===== src/rtl/core/rga_pkg.sv =====
// ----------------------------------------------------------------------------
// rga_pkg
// Shared types and fixed field widths of the run group averager.
// ----------------------------------------------------------------------------
package rga_pkg;

   // fixed widths of the result fields and the control register
   localparam int AVG_W       = 16;
   localparam int COUNT_W     = 16;
   localparam int CSR_W       = 16;
   localparam int RSP_TDATA_W = AVG_W + COUNT_W;

   // update command from the sequencer to the group tracker
   typedef struct packed {
      logic place;    // join the open group, or open one if none is open
      logic reopen;   // drop the open group and start a new one with the sample
      logic clear;    // close everything, no group left open
   } grp_cmd_type;

endpackage


===== src/rtl/core/rga_divider.sv =====
// ----------------------------------------------------------------------------
// rga_divider
// Radix-2 restoring divider, one quotient bit per cycle. Divides a signed
// group sum by an unsigned member count, truncating toward zero.
// ----------------------------------------------------------------------------
module rga_divider #(
   parameter int SAMPLE_WIDTH = 16,
   parameter int COUNT_BITS   = 16,
   localparam int SUM_W       = SAMPLE_WIDTH + COUNT_BITS
) (
   input  logic                           clock,
   input  logic                           reset,
   input  logic                           start_i,
   input  logic signed [SUM_W-1:0]        dividend_i,
   input  logic        [COUNT_BITS-1:0]   divisor_i,
   output logic                           done_o,
   output logic signed [SAMPLE_WIDTH-1:0] quotient_o
);

   localparam int STEP_W = $clog2(SAMPLE_WIDTH + 1);

   logic                    busy_ff, busy_in;
   logic                    done_ff, done_in;
   logic [STEP_W-1:0]       step_ff, step_in;
   logic                    neg_ff, neg_in;
   logic [COUNT_BITS-1:0]   dsr_ff, dsr_in;
   logic [COUNT_BITS-1:0]   rem_ff, rem_in;
   logic [SAMPLE_WIDTH-1:0] dvd_ff, dvd_in;

   logic [SUM_W-1:0]        mag;
   logic [COUNT_BITS:0]     trial;
   logic                    qbit;

   // magnitude of the dividend; the average fits the sample range, so the
   // bits above the low SAMPLE_WIDTH ones are already below the divisor
   always_comb begin
      mag   = dividend_i[SUM_W-1] ? $unsigned(-dividend_i) : $unsigned(dividend_i);
      trial = {rem_ff, dvd_ff[SAMPLE_WIDTH-1]};
      qbit  = (trial >= {1'b0, dsr_ff});
   end

   // one shift-subtract step per cycle, quotient bits shift in from below
   always_comb begin
      busy_in = busy_ff;
      done_in = 1'b0;
      step_in = step_ff;
      neg_in  = neg_ff;
      dsr_in  = dsr_ff;
      rem_in  = rem_ff;
      dvd_in  = dvd_ff;
      if (start_i) begin
         busy_in = 1'b1;
         step_in = STEP_W'(SAMPLE_WIDTH);
         neg_in  = dividend_i[SUM_W-1];
         dsr_in  = divisor_i;
         rem_in  = mag[SUM_W-1:SAMPLE_WIDTH];
         dvd_in  = mag[SAMPLE_WIDTH-1:0];
      end else if (busy_ff) begin
         rem_in  = qbit ? COUNT_BITS'(trial - {1'b0, dsr_ff}) : trial[COUNT_BITS-1:0];
         dvd_in  = {dvd_ff[SAMPLE_WIDTH-2:0], qbit};
         step_in = step_ff - STEP_W'(1);
         if (step_ff == STEP_W'(1)) begin
            busy_in = 1'b0;
            done_in = 1'b1;
         end
      end
   end

   // control registers
   always_ff @(posedge clock) begin
      if (reset) begin
         busy_ff <= 1'b0;
         done_ff <= 1'b0;
         step_ff <= '0;
      end else begin
         busy_ff <= busy_in;
         done_ff <= done_in;
         step_ff <= step_in;
      end
   end

   // datapath registers
   always_ff @(posedge clock) begin
      neg_ff <= neg_in;
      dsr_ff <= dsr_in;
      rem_ff <= rem_in;
      dvd_ff <= dvd_in;
   end

   // restore the sign, truncation toward zero
   assign done_o     = done_ff;
   assign quotient_o = neg_ff ? $signed(-dvd_ff) : $signed(dvd_ff);

   // checks
   a_no_start_busy: assert property (@(posedge clock) disable iff (reset)
      start_i |-> !busy_ff)
      else $error("divider started while busy");
   a_done_idle: assert property (@(posedge clock) disable iff (reset)
      done_ff |-> !busy_ff && $past(busy_ff))
      else $error("divider done without a finished run");
   a_busy_from_start: assert property (@(posedge clock) disable iff (reset)
      $rose(busy_ff) |-> $past(start_i))
      else $error("divider went busy without start");

endmodule


===== src/rtl/core/rga_tracker.sv =====
// ----------------------------------------------------------------------------
// rga_tracker
// Holds the open group (first sample, running sum, member count) and decides
// whether an incoming sample belongs to it.
// ----------------------------------------------------------------------------
module rga_tracker #(
   parameter int SAMPLE_WIDTH = 16,
   parameter int MAX_GROUP    = 65535,
   localparam int CNT_W       = $clog2(MAX_GROUP + 1),
   localparam int SUM_W       = SAMPLE_WIDTH + CNT_W
) (
   input  logic                           clock,
   input  logic                           reset,
   input  rga_pkg::grp_cmd_type           cmd_i,
   input  logic signed [SAMPLE_WIDTH-1:0] sample_i,
   input  logic [rga_pkg::CSR_W-1:0]      max_diff_i,
   output logic                           open_o,
   output logic                           fits_o,
   output logic signed [SUM_W-1:0]        sum_o,
   output logic        [CNT_W-1:0]        count_o
);
   import rga_pkg::*;

   localparam int CMP_W = (SAMPLE_WIDTH + 1 > CSR_W) ? SAMPLE_WIDTH + 1 : CSR_W;

   logic signed [SAMPLE_WIDTH-1:0] first_ff, first_in;
   logic signed [SUM_W-1:0]        sum_ff, sum_in;
   logic        [CNT_W-1:0]        cnt_ff, cnt_in;
   logic                           open_ff, open_in;

   logic signed [SAMPLE_WIDTH:0]   diff;
   logic        [SAMPLE_WIDTH:0]   abs_diff;

   // distance to the group's first sample and the join test
   always_comb begin
      diff     = (SAMPLE_WIDTH + 1)'(sample_i) - (SAMPLE_WIDTH + 1)'(first_ff);
      abs_diff = diff[SAMPLE_WIDTH] ? $unsigned(-diff) : $unsigned(diff);
      fits_o   = open_ff && (CMP_W'(abs_diff) <= CMP_W'(max_diff_i))
                 && (cnt_ff < CNT_W'(MAX_GROUP));
   end

   // group update
   always_comb begin
      first_in = first_ff;
      sum_in   = sum_ff;
      cnt_in   = cnt_ff;
      open_in  = open_ff;
      priority if (cmd_i.clear) begin
         first_in = '0;
         sum_in   = '0;
         cnt_in   = '0;
         open_in  = 1'b0;
      end else if (cmd_i.reopen || (cmd_i.place && !open_ff)) begin
         first_in = sample_i;
         sum_in   = SUM_W'(sample_i);
         cnt_in   = CNT_W'(1);
         open_in  = 1'b1;
      end else if (cmd_i.place) begin
         sum_in   = sum_ff + SUM_W'(sample_i);
         cnt_in   = cnt_ff + CNT_W'(1);
      end
   end

   always_ff @(posedge clock) begin
      if (reset) begin
         first_ff <= '0;
         sum_ff   <= '0;
         cnt_ff   <= '0;
         open_ff  <= 1'b0;
      end else begin
         first_ff <= first_in;
         sum_ff   <= sum_in;
         cnt_ff   <= cnt_in;
         open_ff  <= open_in;
      end
   end

   assign open_o  = open_ff;
   assign sum_o   = sum_ff;
   assign count_o = cnt_ff;

endmodule


===== src/rtl/core/run_group_averager.sv =====
// ----------------------------------------------------------------------------
// run_group_averager
// Groups consecutive samples that stay near the group's first sample and
// reports each closed group's truncated average and member count.
// ----------------------------------------------------------------------------
// A word that closes no group is taken while the sequencer stays idle, and the
// next word follows. A word that closes a group starts the shared bit-serial
// divider; its result word is loaded in ST_OUT once the divider is done.
// A last word with nothing to close passes ST_FLUSH, ST_DIV and ST_OUT, one that
// also closes a group runs the divider twice; a stalled result word holds ST_OUT.
// Synchronous reset clears the sequencer, closes any group, empties the
// result register and sets max_diff to 0.
module run_group_averager #(
   parameter int SAMPLE_WIDTH = 16,
   parameter int MAX_GROUP    = 65535,
   localparam int REQ_TDATA_W = ((SAMPLE_WIDTH + 7) / 8) * 8
) (
   input  logic                            clock,
   input  logic                            reset,
   // configuration
   input  logic                            csr_wr_en,
   input  logic [rga_pkg::CSR_W-1:0]       csr_wr_data,   // max_diff
   // sample words
   input  logic                            req_tvalid,
   output logic                            req_tready,
   input  logic [REQ_TDATA_W-1:0]          req_tdata,     // sample
   input  logic                            req_tlast,     // last
   // result words
   output logic                            rsp_tvalid,
   input  logic                            rsp_tready,
   output logic [rga_pkg::RSP_TDATA_W-1:0] rsp_tdata,     // average, count
   output logic                            rsp_tlast      // end_of_stream
);
   import rga_pkg::*;

   localparam int CNT_W = $clog2(MAX_GROUP + 1);
   localparam int SUM_W = SAMPLE_WIDTH + CNT_W;

   // sequencer states
   localparam logic [1:0] ST_IDLE  = 2'd0;
   localparam logic [1:0] ST_DIV   = 2'd1;
   localparam logic [1:0] ST_OUT   = 2'd2;
   localparam logic [1:0] ST_FLUSH = 2'd3;

   logic [1:0]             state_ff, state_in;
   logic                   flush_ff, flush_in;
   logic                   eos_ff, eos_in;
   logic [CNT_W-1:0]       res_cnt_ff, res_cnt_in;
   logic [CSR_W-1:0]       max_diff_ff;
   logic                   rsp_valid_ff, rsp_valid_in;
   logic [RSP_TDATA_W-1:0] rsp_data_ff, rsp_data_in;
   logic                   rsp_last_ff, rsp_last_in;

   logic                           accept;
   logic                           closing;
   logic                           out_free;
   logic                           load_rsp;
   logic                           div_start;
   logic                           div_done;
   logic signed [SAMPLE_WIDTH-1:0] sample;
   logic signed [SAMPLE_WIDTH-1:0] quot;
   logic signed [SUM_W-1:0]        grp_sum;
   logic        [CNT_W-1:0]        grp_cnt;
   logic                           grp_open;
   logic                           grp_fits;
   grp_cmd_type                    grp_cmd;

   // configuration register
   always_ff @(posedge clock) begin
      if (reset) begin
         max_diff_ff <= '0;
      end else if (csr_wr_en) begin
         max_diff_ff <= csr_wr_data;
      end
   end

   // input handshake and group decision
   assign req_tready = (state_ff == ST_IDLE);
   assign accept     = req_tvalid && req_tready;
   assign sample     = $signed(req_tdata[SAMPLE_WIDTH-1:0]);
   assign closing    = grp_open && !grp_fits;
   assign out_free   = !rsp_valid_ff || rsp_tready;
   assign load_rsp   = (state_ff == ST_OUT) && out_free;
   assign div_start  = (accept && closing) || (state_ff == ST_FLUSH);

   always_comb begin
      grp_cmd.place  = accept && !closing;
      grp_cmd.reopen = accept && closing;
      grp_cmd.clear  = (state_ff == ST_FLUSH);
   end

   rga_tracker #(
      .SAMPLE_WIDTH (SAMPLE_WIDTH),
      .MAX_GROUP    (MAX_GROUP)
   ) u_tracker (
      .clock      (clock),
      .reset      (reset),
      .cmd_i      (grp_cmd),
      .sample_i   (sample),
      .max_diff_i (max_diff_ff),
      .open_o     (grp_open),
      .fits_o     (grp_fits),
      .sum_o      (grp_sum),
      .count_o    (grp_cnt)
   );

   rga_divider #(
      .SAMPLE_WIDTH (SAMPLE_WIDTH),
      .COUNT_BITS   (CNT_W)
   ) u_divider (
      .clock      (clock),
      .reset      (reset),
      .start_i    (div_start),
      .dividend_i (grp_sum),
      .divisor_i  (grp_cnt),
      .done_o     (div_done),
      .quotient_o (quot)
   );

   // sequencer
   always_comb begin
      state_in   = state_ff;
      flush_in   = flush_ff;
      eos_in     = eos_ff;
      res_cnt_in = res_cnt_ff;
      if (div_start) begin
         res_cnt_in = grp_cnt;
         eos_in     = (state_ff == ST_FLUSH);
      end
      unique case (state_ff)
         ST_IDLE: begin
            if (accept) begin
               if (closing) begin
                  state_in = ST_DIV;
                  flush_in = req_tlast;
               end else if (req_tlast) begin
                  state_in = ST_FLUSH;
                  flush_in = 1'b0;
               end
            end
         end
         ST_FLUSH: begin
            state_in = ST_DIV;
            flush_in = 1'b0;
         end
         ST_DIV: begin
            if (div_done) begin
               state_in = ST_OUT;
            end
         end
         ST_OUT: begin
            if (out_free) begin
               state_in = flush_ff ? ST_FLUSH : ST_IDLE;
            end
         end
         default: begin
            state_in = ST_IDLE;
         end
      endcase
   end

   // result register
   always_comb begin
      rsp_valid_in = rsp_valid_ff && !rsp_tready;
      rsp_data_in  = rsp_data_ff;
      rsp_last_in  = rsp_last_ff;
      if (load_rsp) begin
         rsp_valid_in = 1'b1;
         rsp_data_in  = {COUNT_W'(res_cnt_ff), AVG_W'(quot)};
         rsp_last_in  = eos_ff;
      end
   end

   always_ff @(posedge clock) begin
      if (reset) begin
         state_ff     <= ST_IDLE;
         flush_ff     <= 1'b0;
         rsp_valid_ff <= 1'b0;
      end else begin
         state_ff     <= state_in;
         flush_ff     <= flush_in;
         rsp_valid_ff <= rsp_valid_in;
      end
   end

   always_ff @(posedge clock) begin
      eos_ff      <= eos_in;
      res_cnt_ff  <= res_cnt_in;
      rsp_data_ff <= rsp_data_in;
      rsp_last_ff <= rsp_last_in;
   end

   assign rsp_tvalid = rsp_valid_ff;
   assign rsp_tdata  = rsp_data_ff;
   assign rsp_tlast  = rsp_last_ff;

endmodule

===== config.mk =====
export PLATFORM = sky130hd
export DESIGN_NAME = run_group_averager
export DESIGN_NICKNAME = d
export VERILOG_FILES = /design/src/rtl/core/rga_pkg.sv /design/src/rtl/core/rga_divider.sv /design/src/rtl/core/rga_tracker.sv /design/src/rtl/core/run_group_averager.sv
export SDC_FILE = /design/constraint.sdc
export NUM_CORES = 1
export LEC_CHECK = 0
export BUFFER_PORTS_ARGS = -buffer_cell sky130_fd_sc_hd__buf_4
export CAP_MARGIN = 0
export CORE_MARGIN = 1.5
export CORE_UTILIZATION = 50
export CTS_CLUSTER_DIAMETER = 200
export DETAILED_ROUTE_END_ITERATION = 8
export PLACE_DENSITY = 0.71
export RECOVER_POWER = 25
export SLEW_MARGIN = 20
export SYNTH_ARGS = -nofsm -noshare
export SYNTH_HDL_FRONTEND = slang
export SYNTH_SLANG_ARGS = --single-unit

===== constraint.sdc =====
create_clock -name clock -period 13.59 [get_ports clock]
set_input_delay 1.359 -clock clock [delete_from_list [all_inputs] [get_ports clock]]
set_output_delay 1.359 -clock clock [all_outputs]
set_load 0.02 [all_outputs]

==> results.md, run 1 <==
- Result of the run: finished with violations
- Failing checks: max-capacitance violations, max-slew violations
- Measured slew at the worst slew-check pin: around 1.6 ns
- Worst setup endpoint: u_divider.rem_ff[6]
- Global routing's busiest layer: met2
- Pins over their slew limit: 34
- Via count of the first global-routing pass: a little under 9000
- Clock insertion delay at the later pin of the skew report: between 0.4 and 0.5 ns
- Setup repair after global routing missed its margin: false
- # port buffers: between 70 and 80
- TritonCTS clock tree: built
- Detailed-route vias per instance: just under 6
- Prevailing post-synth register cell: dfxtp_1
- Cell Rows: 55
- R2r setup slk: around 7.1 ns
- Arrival time reported for the critical path endpoint: around 7.2 ns
- Number of cell instances on the worst register-to-register path: 23
- Count of unique library cells instantiated by Yosys: 76
- Critical path startpoint: req_tdata[7]
- Die Y-Extent: roughly 160 µm
- Quantity of hold-fixing buffers added after cts: 0
- Post-detailed-routing wire length: 27.1 mm
- Max-slew headroom: -9.37%
- Buffer levels on the longest clock path: 2
- Yosys reg bits: 175
- Final setup vio count: 0
- Number of flops mapped to enable cells by yosys: 83
- Most frequent cells in the layout: a21oi_1, nor2_1, nand2_1, dfxtp_1, ha_1
- P_leak: ~5.2 nW
- Total CTS buffers: 17
- Library cell contributing the largest single delay on the critical path: or2_2
- Final RePlAce weighted congestion: 0.913
- Nets: around 1500
- Initial DRC count: 622
- Class of the tightest hold or removal check: reg -> reg
- Top achievable clock speed: roughly 140 MHz
- Largest net degree at the start of global routing: 75
- GR met3 Demand/Resource: ~2.8%
- Critical register-to-register path startpoint: u_tracker.first_ff[7]
- Setup total negative slack: 0 ns
- Average wire per cell in the routed design: between 15 and 20 µm
- Met2 Resource Use GR: 38.1%
- Total GRT Usage: a little under a quarter
- Mean instance size in the synthesized netlist: roughly 9.0 µm²
- Antenna diode instance count: 0
- Reg-to-reg critical path endpoint: u_divider.rem_ff[6]
- Critical path launch point type: primary input
- Overflow after GRT: 0
- Critical Path Most Common Cell: buf_4
- Netlist Area Pre-Place: about 0.012 mm²
- Total die area: roughly 0.024 mm²
- CORE AREA: between 0.02 and 0.025 mm²
- Warning count from the yosys run: 0
- Most area-consuming cells after synthesis: edfxtp_1, dfxtp_1, ha_1
- CTS H-tree depth: 4
- Number of detailed-route iterations in the first pass: 8
- Non-Filler Instances: roughly 1600
- DRC violations left: 0
- CTS sink count: around 180
- Worst setup skew after layout: roughly 0.011 ns
- Minimum clock period after layout: ~7.2 ns
- Fraction of layout instances using a drive strength above 1: 10.5%
- Net count of the mapped netlist: about 1400
- First-pass GRT wire length: 44.0 mm
- Period utilization: ~53%
- Met1 demand-to-capacity share in global routing: about 31%
- Share of synthesized registers carrying an async set or reset: 0%
- Root Buffer Master: clkbuf_16
- Clock-pin slew on the worst setup and hold paths: approximately 0.070 ns
- Critical path endpoint category: flop
- Cell area power density: ~160 mW/mm²
- Portion of synthesized cell area occupied by the leading cell type: between 20% and 30%
- Placed cell count: 1593
- Number of antenna violations at the first check in global routing: 0
- DRT antenna net count: 0
- Most common library cell in the layout ignoring fill and taps: a21oi_1
- Number of instances in the synthesized netlist: 1281
- Sequential fraction of the synthesis area: roughly 37%
- Cell-by-cell listing of the critical path: buf_4, ha_1, a21oi_2, o21bai_1, a211oi_2, a21oi_1, xor2_1, or3_1, nor3b_1, nand2_1, o21ai_0, xnor2_1, ha_1, nand3_1, nor4_1, and3_1, a211oi_1, o21ai_0, o41ai_4, buf_4, a21o_2, buf_4, or2_2
- Worst slack on hold paths: 0.423 ns
- Post-cts sizing count: 0
- Total setup buffers inserted after CTS: 0
- Detailed Place HPWL: between 20 and 25 mm
- Starting Density: between 50% and 60%
- Type of the setup path with the least slack: in -> reg
- Critical path fanouts, max: between 70 and 80
- Final Power: slightly above 2 mW
- Delay of the slowest cell on the worst path: ~0.74 ns
- Detailed-route via count: approximately 9500
- VDD IR-drop max: 0.0841 mV
- Layout overhead on the synthesized area: 11.5%
- Cell taking the most area after synthesis: edfxtp_1
- Number of maximum-capacitance constraint violations: 1
- Number of hold-slack violations in the final timing report: 0
- Die Width: 155 µm
- Fillers: approximately 2000
- Required time at the endpoint of the critical path: between 10 and 15 ns
- IO Pins: 73
## synth_stat cells, types with 4 or more instances
library cell / number
nand2_1: 93
inv_1: 74
xor2_1: 47
nor4_1: 12
mux2_2: 5
a21o_1: 30
nand2b_1: 22
nor4b_1: 4
and2_1: 5
o21ai_0: 74
nand4_1: 11
o21a_1: 7
nor3_1: 25
o31ai_1: 16
buf_2: 12
o211ai_1: 4
dfxtp_1: 92
a221o_1: 16
nor2b_1: 16
xnor2_1: 71
nor3b_1: 10
buf_1: 4
or3_1: 4
or4_1: 10
buf_4: 5
or2_2: 5
a21oi_1: 126
nand3b_1: 9
o41ai_1: 6
a31oi_1: 11
clkbuf_1: 28
mux2i_1: 32
o21bai_1: 7
nor2_1: 105
and3_1: 13
ha_1: 85
a211oi_1: 7
nand3_1: 35
edfxtp_1: 83
## per-layer routing
layer,up-vias,wire length [µm]
met1,4438,12900
met2,248,12600
met3,34,1200
met4,0,439
met5,-,0
li1,4741,-
## worst min-delay path by stage
stage | cells after the start | startpoint | endpoint
global route | 0 | eos_ff | rsp_tlast
floorplan | 0 | eos_ff | rsp_tlast
global placement | 0 | eos_ff | rsp_tlast
CTS | 0 | eos_ff | rsp_tlast
finish | 0 | eos_ff | rsp_tlast
detailed placement | 0 | eos_ff | rsp_tlast
## kinds of logic after synthesis
group	after synthesis	synth area share, %
AND/OR/NAND/NOR	388	16.8
AO/OA/AOI/OAI	348	19.3
flip-flops	175	37.4
buffers and inverters	126	4.57
XOR/XNOR	118	8.92
adder cells (fa/ha/maj)	88	9.69
multiplexers	38	3.35
## worst max-delay path, delay by kind of cell
kind	cells	cell delay (ns)
compound gates	9	1.82
xor+xnor	2	0.34
fa+ha+maj	2	0.60
buf+inv	3	1.03
simple gates	7	2.03
## stage by stage
stage	cell area, µm²	util (%)	worst slack, ns
detailed placement	12300	54.2	6.00
global route	12900	56.9	5.92
finish	12900	56.9	6.43
global placement	12300	54.2	6.10
floorplan	11600	-	7.26
CTS	12900	56.9	6.41
## report_power, final
group	leakage, nW	internal, mW	switching (mW)
clock	0.293	0.295	0.222
sequential	1.53	0.649	0.0752
combinational	3.36	0.336	0.454
## area by class of cell
type                       instances  area, µm²  share of cell area [%]
timing repair buffer              79        586                    4.53
clock inverter                    13        180                    1.39
tap                              285        357                    2.76
sequential                       175       4330                    33.5
clock buffer                      19        433                    3.35
multi-input combinational        980       6750                    52.3
inverter                          74        278                    2.15
## state kept, by name, indices dropped and copies added (netlist names), 2 cells and up
register,cells
u_divider.dvd_ff,16
max_diff_ff,16
u_divider.step_ff,5
u_tracker.count_o,16
res_cnt_ff,16
u_tracker.sum_o,32
state_ff,2
u_divider.rem_ff,16
rsp_tdata,32
u_tracker.first_ff,16
Note: power is estimated with default switching activity, not from simulation.
==> inputs of run 2 (changes only) <==
--- a/config.mk
+++ b/config.mk
@@ -5,13 +5,14 @@
 export SDC_FILE = /design/constraint.sdc
 export NUM_CORES = 1
 export LEC_CHECK = 0
+export ABC_AREA = 1
 export BUFFER_PORTS_ARGS = -buffer_cell sky130_fd_sc_hd__buf_4
 export CAP_MARGIN = 0
 export CORE_MARGIN = 1.5
 export CORE_UTILIZATION = 50
 export CTS_CLUSTER_DIAMETER = 200
 export DETAILED_ROUTE_END_ITERATION = 8
-export PLACE_DENSITY = 0.71
+export PLACE_DENSITY = 0.73
 export RECOVER_POWER = 25
 export SLEW_MARGIN = 20
 export SYNTH_ARGS = -nofsm -noshare
==> constraint.sdc (replaced) <==
create_clock -name clock -period 5.9 [get_ports clock]
set_input_delay 0.59 -clock clock [delete_from_list [all_inputs] [get_ports clock]]
set_output_delay 0.59 -clock clock [all_outputs]
set_load 0.02 [all_outputs]
==> run 2 against run 1 <==
  * The flow still finishes with violations (max-capacitance violations, max-slew violations)
  * First-iteration DRC count is 35% higher
  * Synthesized cell count is 28% higher
  * Critical path depth is 5 higher
  * Sequential power grew to 2.9 times the previous value
  * Total power grew to 3.5 times the previous value
  * Setup slack worse by 5.6 ns
  * Sequential cell count stayed put
  * Synthesized area is 5.0% higher
  * Combinational power grew to 4.8 times the previous value
  * Routed wire length is 10% higher
==> results.md, run 2 <==
- Setup total negative slack: 0 ns (unchanged)
- Minimum clock period after layout: just over 5 ns
- Delay of the slowest cell on the worst path: 0.56 ns (-0.18 ns)
- Pins over their slew limit: 34 (unchanged)
- Critical path endpoint category: flop
- Most area-consuming cells after synthesis: edfxtp_1, dfxtp_1, nand2_1
- Non-Filler Instances: 2031 (+25%)
- Met2 Resource Use GR: 38.6% (+0.49 points)
- Total die area: 0.0253 mm² (+4.9%)
- NetSw: 3.24 mW (+330%)
- CTS sink count: 175 (unchanged)
- Detailed-route vias per instance: 5.39 (-7.4%)
- Area post-placement: 0.0130 mm² (+5.4%)
- Max-slew headroom: -8.09% (+1.3 points)
- Number of cell instances on the worst register-to-register path: 28 (+22%)
- Share of synthesized registers carrying an async set or reset: 0% (unchanged)
- Clock share of power: 16.7% (-8.8 points)
- Number of antenna violations at the first check in global routing: 0 (unchanged)
- Buffer levels on the longest clock path: 2 (unchanged)
- Root Buffer Master: clkbuf_16
- Setup repair after global routing missed its margin: false
- Fillers: 2241 (+12%)
- Portion of synthesized cell area occupied by the leading cell type: 20.5% (-1.0 points)
- Switching power as a share of total power: 46.1% (+9.1 points)
- Warning count from the yosys run: 0 (unchanged)
- Largest net degree at the start of global routing: 47 (-37%)
- Detailed-route via count: 11000 (+16%)
- Post-detailed-routing wire length: 29.9 mm (+10%)
- Detailed Place HPWL: 23.2 mm (+15%)
- Layout overhead on the synthesized area: 11.5% (about the same)
- Antenna diode instance count: 0 (unchanged)
- Mean instance size in the synthesized netlist: 7.42 µm² (-18%)
- Cell taking the most area after synthesis: edfxtp_1
- GR met3 Demand/Resource: 3.18% (+0.36 points)
- Clock-pin slew on the worst setup and hold paths: 0.07 ns (about the same)
- Critical path launch point type: flop
- Slack of the critical path: 0.849 ns (-5.58 ns)
- Via count of the first global-routing pass: 10100 (+14%)
- Die Y-Extent: 159 µm (+2.4%)
- Number of flops mapped to enable cells by yosys: 83 (unchanged)
- Number of maximum-capacitance constraint violations: 1 (unchanged)
- Total CTS buffers: 17 (unchanged)
- Worst-case setup slack after placement: 0.473 ns (-5.53 ns)
- Class of the tightest hold or removal check: in -> reg
- Required time at the endpoint of the critical path: 6.07 ns (-7.58 ns)
- Yosys reg bits: 175 (unchanged)
- VDD IR-drop max: 0.210 mV (+150%)
- Type of the setup path with the least slack: reg -> reg
- CORE AREA: 0.0237 mm² (+4.3%)
- Most frequent cells in the layout: nand2_1, inv_1, nor2_1, a21oi_1, dfxtp_1
- Quantity of hold-fixing buffers added after cts: 0 (unchanged)
- Die Width: 159 µm (+2.4%)
- Total setup buffers inserted after CTS: 0 (unchanged)
- Measured slew at the worst slew-check pin: 1.62 ns (-0.0191 ns)
- CTS H-tree depth: 4 (unchanged)
- Cell depth of the worst min-delay path: 3 (+3)
- Average wire per cell in the routed design: 14.7 µm (-12%)
- Period utilization: a little under nine tenths
- Number of hold-slack violations in the final timing report: 0 (unchanged)
- Prevailing post-synth register cell: dfxtp_1
- Most common library cell in the layout ignoring fill and taps: nand2_1
- Critical path fanouts, max: 22 (-70%)
- R2r setup slk: 0.85 ns (-6.28 ns)
- Placed cell count: 1999 (+25%)
- P_leak: 6.06 nW (+17%)
- Netlist Area Pre-Place: 0.0122 mm² (+5.0%)
- # port buffers: 72 (unchanged)
- Result of the run: finished with violations
- Total GRT Usage: 23.8% (+1.0 points)
- Library cell contributing the largest single delay on the critical path: o21ai_4
- Top post-synthesis cells by count: nand2_1, inv_1, nor2_1, a21oi_1, dfxtp_1
- Nets: 1825 (+26%)
- Reg power frac: 29.4% (-6.2 points)
- Cell Rows: 56 (+1.8%)
- Top achievable clock speed: between 150 and 200 MHz
- Starting Density: 51.4% (+0.36 points)
- Met1 demand-to-capacity share in global routing: 33.3% (+2.4 points)
- Final Power: 7.03 mW (+250%)
- Global routing's busiest layer: met2
- Fraction of layout instances using a drive strength above 1: 8.53% (-2.0 points)
- Number of detailed-route iterations in the first pass: 5 (-3)
- Worst setup skew after layout: 0.00993 ns (-0.000702 ns)
- IO Pins: 73 (unchanged)
- Initial DRC count: 842 (+35%)
- Net count of the mapped netlist: 1766 (+26%)
- DRT antenna net count: 0 (unchanged)
- Arrival time reported for the critical path endpoint: 5.22 ns (-2.01 ns)
- Sequential fraction of the synthesis area: 35.6% (-1.8 points)
- Post-cts sizing count: 0 (unchanged)
- Combinational cell fraction of total power: 53.8% (+15 points)
- Internal Dissipation: 3.79 mW (+200%)
- TritonCTS clock tree: built
- Clock insertion delay at the later pin of the skew report: 0.43 ns (about the same)
- Count leader, synth: nand2_1
- Number of instances in the synthesized netlist: 1640 (+28%)
- Final setup vio count: 0 (unchanged)
- First-pass GRT wire length: 49.8 mm (+13%)
- Count of unique library cells instantiated by Yosys: 48 (-37%)
- Final RePlAce weighted congestion: 0.974 (+6.7%)
- Final Cell Area: 0.0136 mm² (+5.1%)
- Critical Path Most Common Cell: nand2_1
- Overflow after GRT: 0 (unchanged)
- DRC violations left: 0 (unchanged)
- Failing checks: max-capacitance violations, max-slew violations
- Cell area power density: 518 mW/mm² (+230%)
run 2: cell families (layout without fill, tap and decap cells):
family	count (synthesis)	after routing	synth area share, %
flops	175	175	35.6
compound gates	299	299	14.1
buf+inv	255	327	8.27
xor+xnor	105	105	7.55
simple gates	718	718	25.2
fa+ha+maj	88	88	9.23
run 2: worst max-delay path: cells and delay by family, from the launching register on:
kind	cells	cell delay, ns
buffers and inverters	3	0.74
XOR/XNOR	1	0.15
AND/OR/NAND/NOR	18	1.80
AO/OA/AOI/OAI	3	0.80
adder cells (fa/ha/maj)	3	0.92
flip-flops	1	0.34
run 2: routing by layer:
layer | routed length (µm) | share of wire [%] | vias to the layer above
met2 | 13600 | 45 | 330
met5 | 0 | 0 | -
li1 | - | - | 5575
met4 | 500 | 1.7 | 0
met3 | 1760 | 5.9 | 28
met1 | 14000 | 47 | 5018
run 2: power groups by stage:
stage / combinational, mW / clock [mW] / sequential (mW)
after floorplan: 2.85 / 0 / 2.06
after global placement: 3.67 / 0 / 2.08
after detailed placement: 3.74 / 0 / 2.09
after CTS: 3.78 / 1.18 / 2.06
after global routing: 4.29 / 1.23 / 2.11
final: 3.79 / 1.18 / 2.07
run 2: layout make-up:
cell class                      instances  area [µm²]  area share, %
Multi-Input combinational cell       1210        6830           50.4
Sequential cell                       175        4330           31.9
Inverter                              216         811           5.97
Timing Repair Buffer                   79         586           4.31
Clock buffer                           20         478           3.52
Tap cell                              319         399           2.94
Clock inverter                         12         131          0.968
run 2: worst paths after layout:
check | startpoint | endpoint
setup / recovery | u_tracker.first_ff[0] | u_divider.dvd_ff[7]
hold / removal | csr_wr_data[0] | max_diff_ff[0]
setup reg to reg | u_tracker.first_ff[0] | u_divider.dvd_ff[7]
hold reg to reg | eos_ff | rsp_tlast
run 2: stage by stage:
stage	hold slack, ns	utilization, %
CTS	0.326	57.4
global route	0.385	57.3
detailed placement	0.437	54.8
finish	0.374	57.3
global placement	0.404	54.8
floorplan	0.400	-
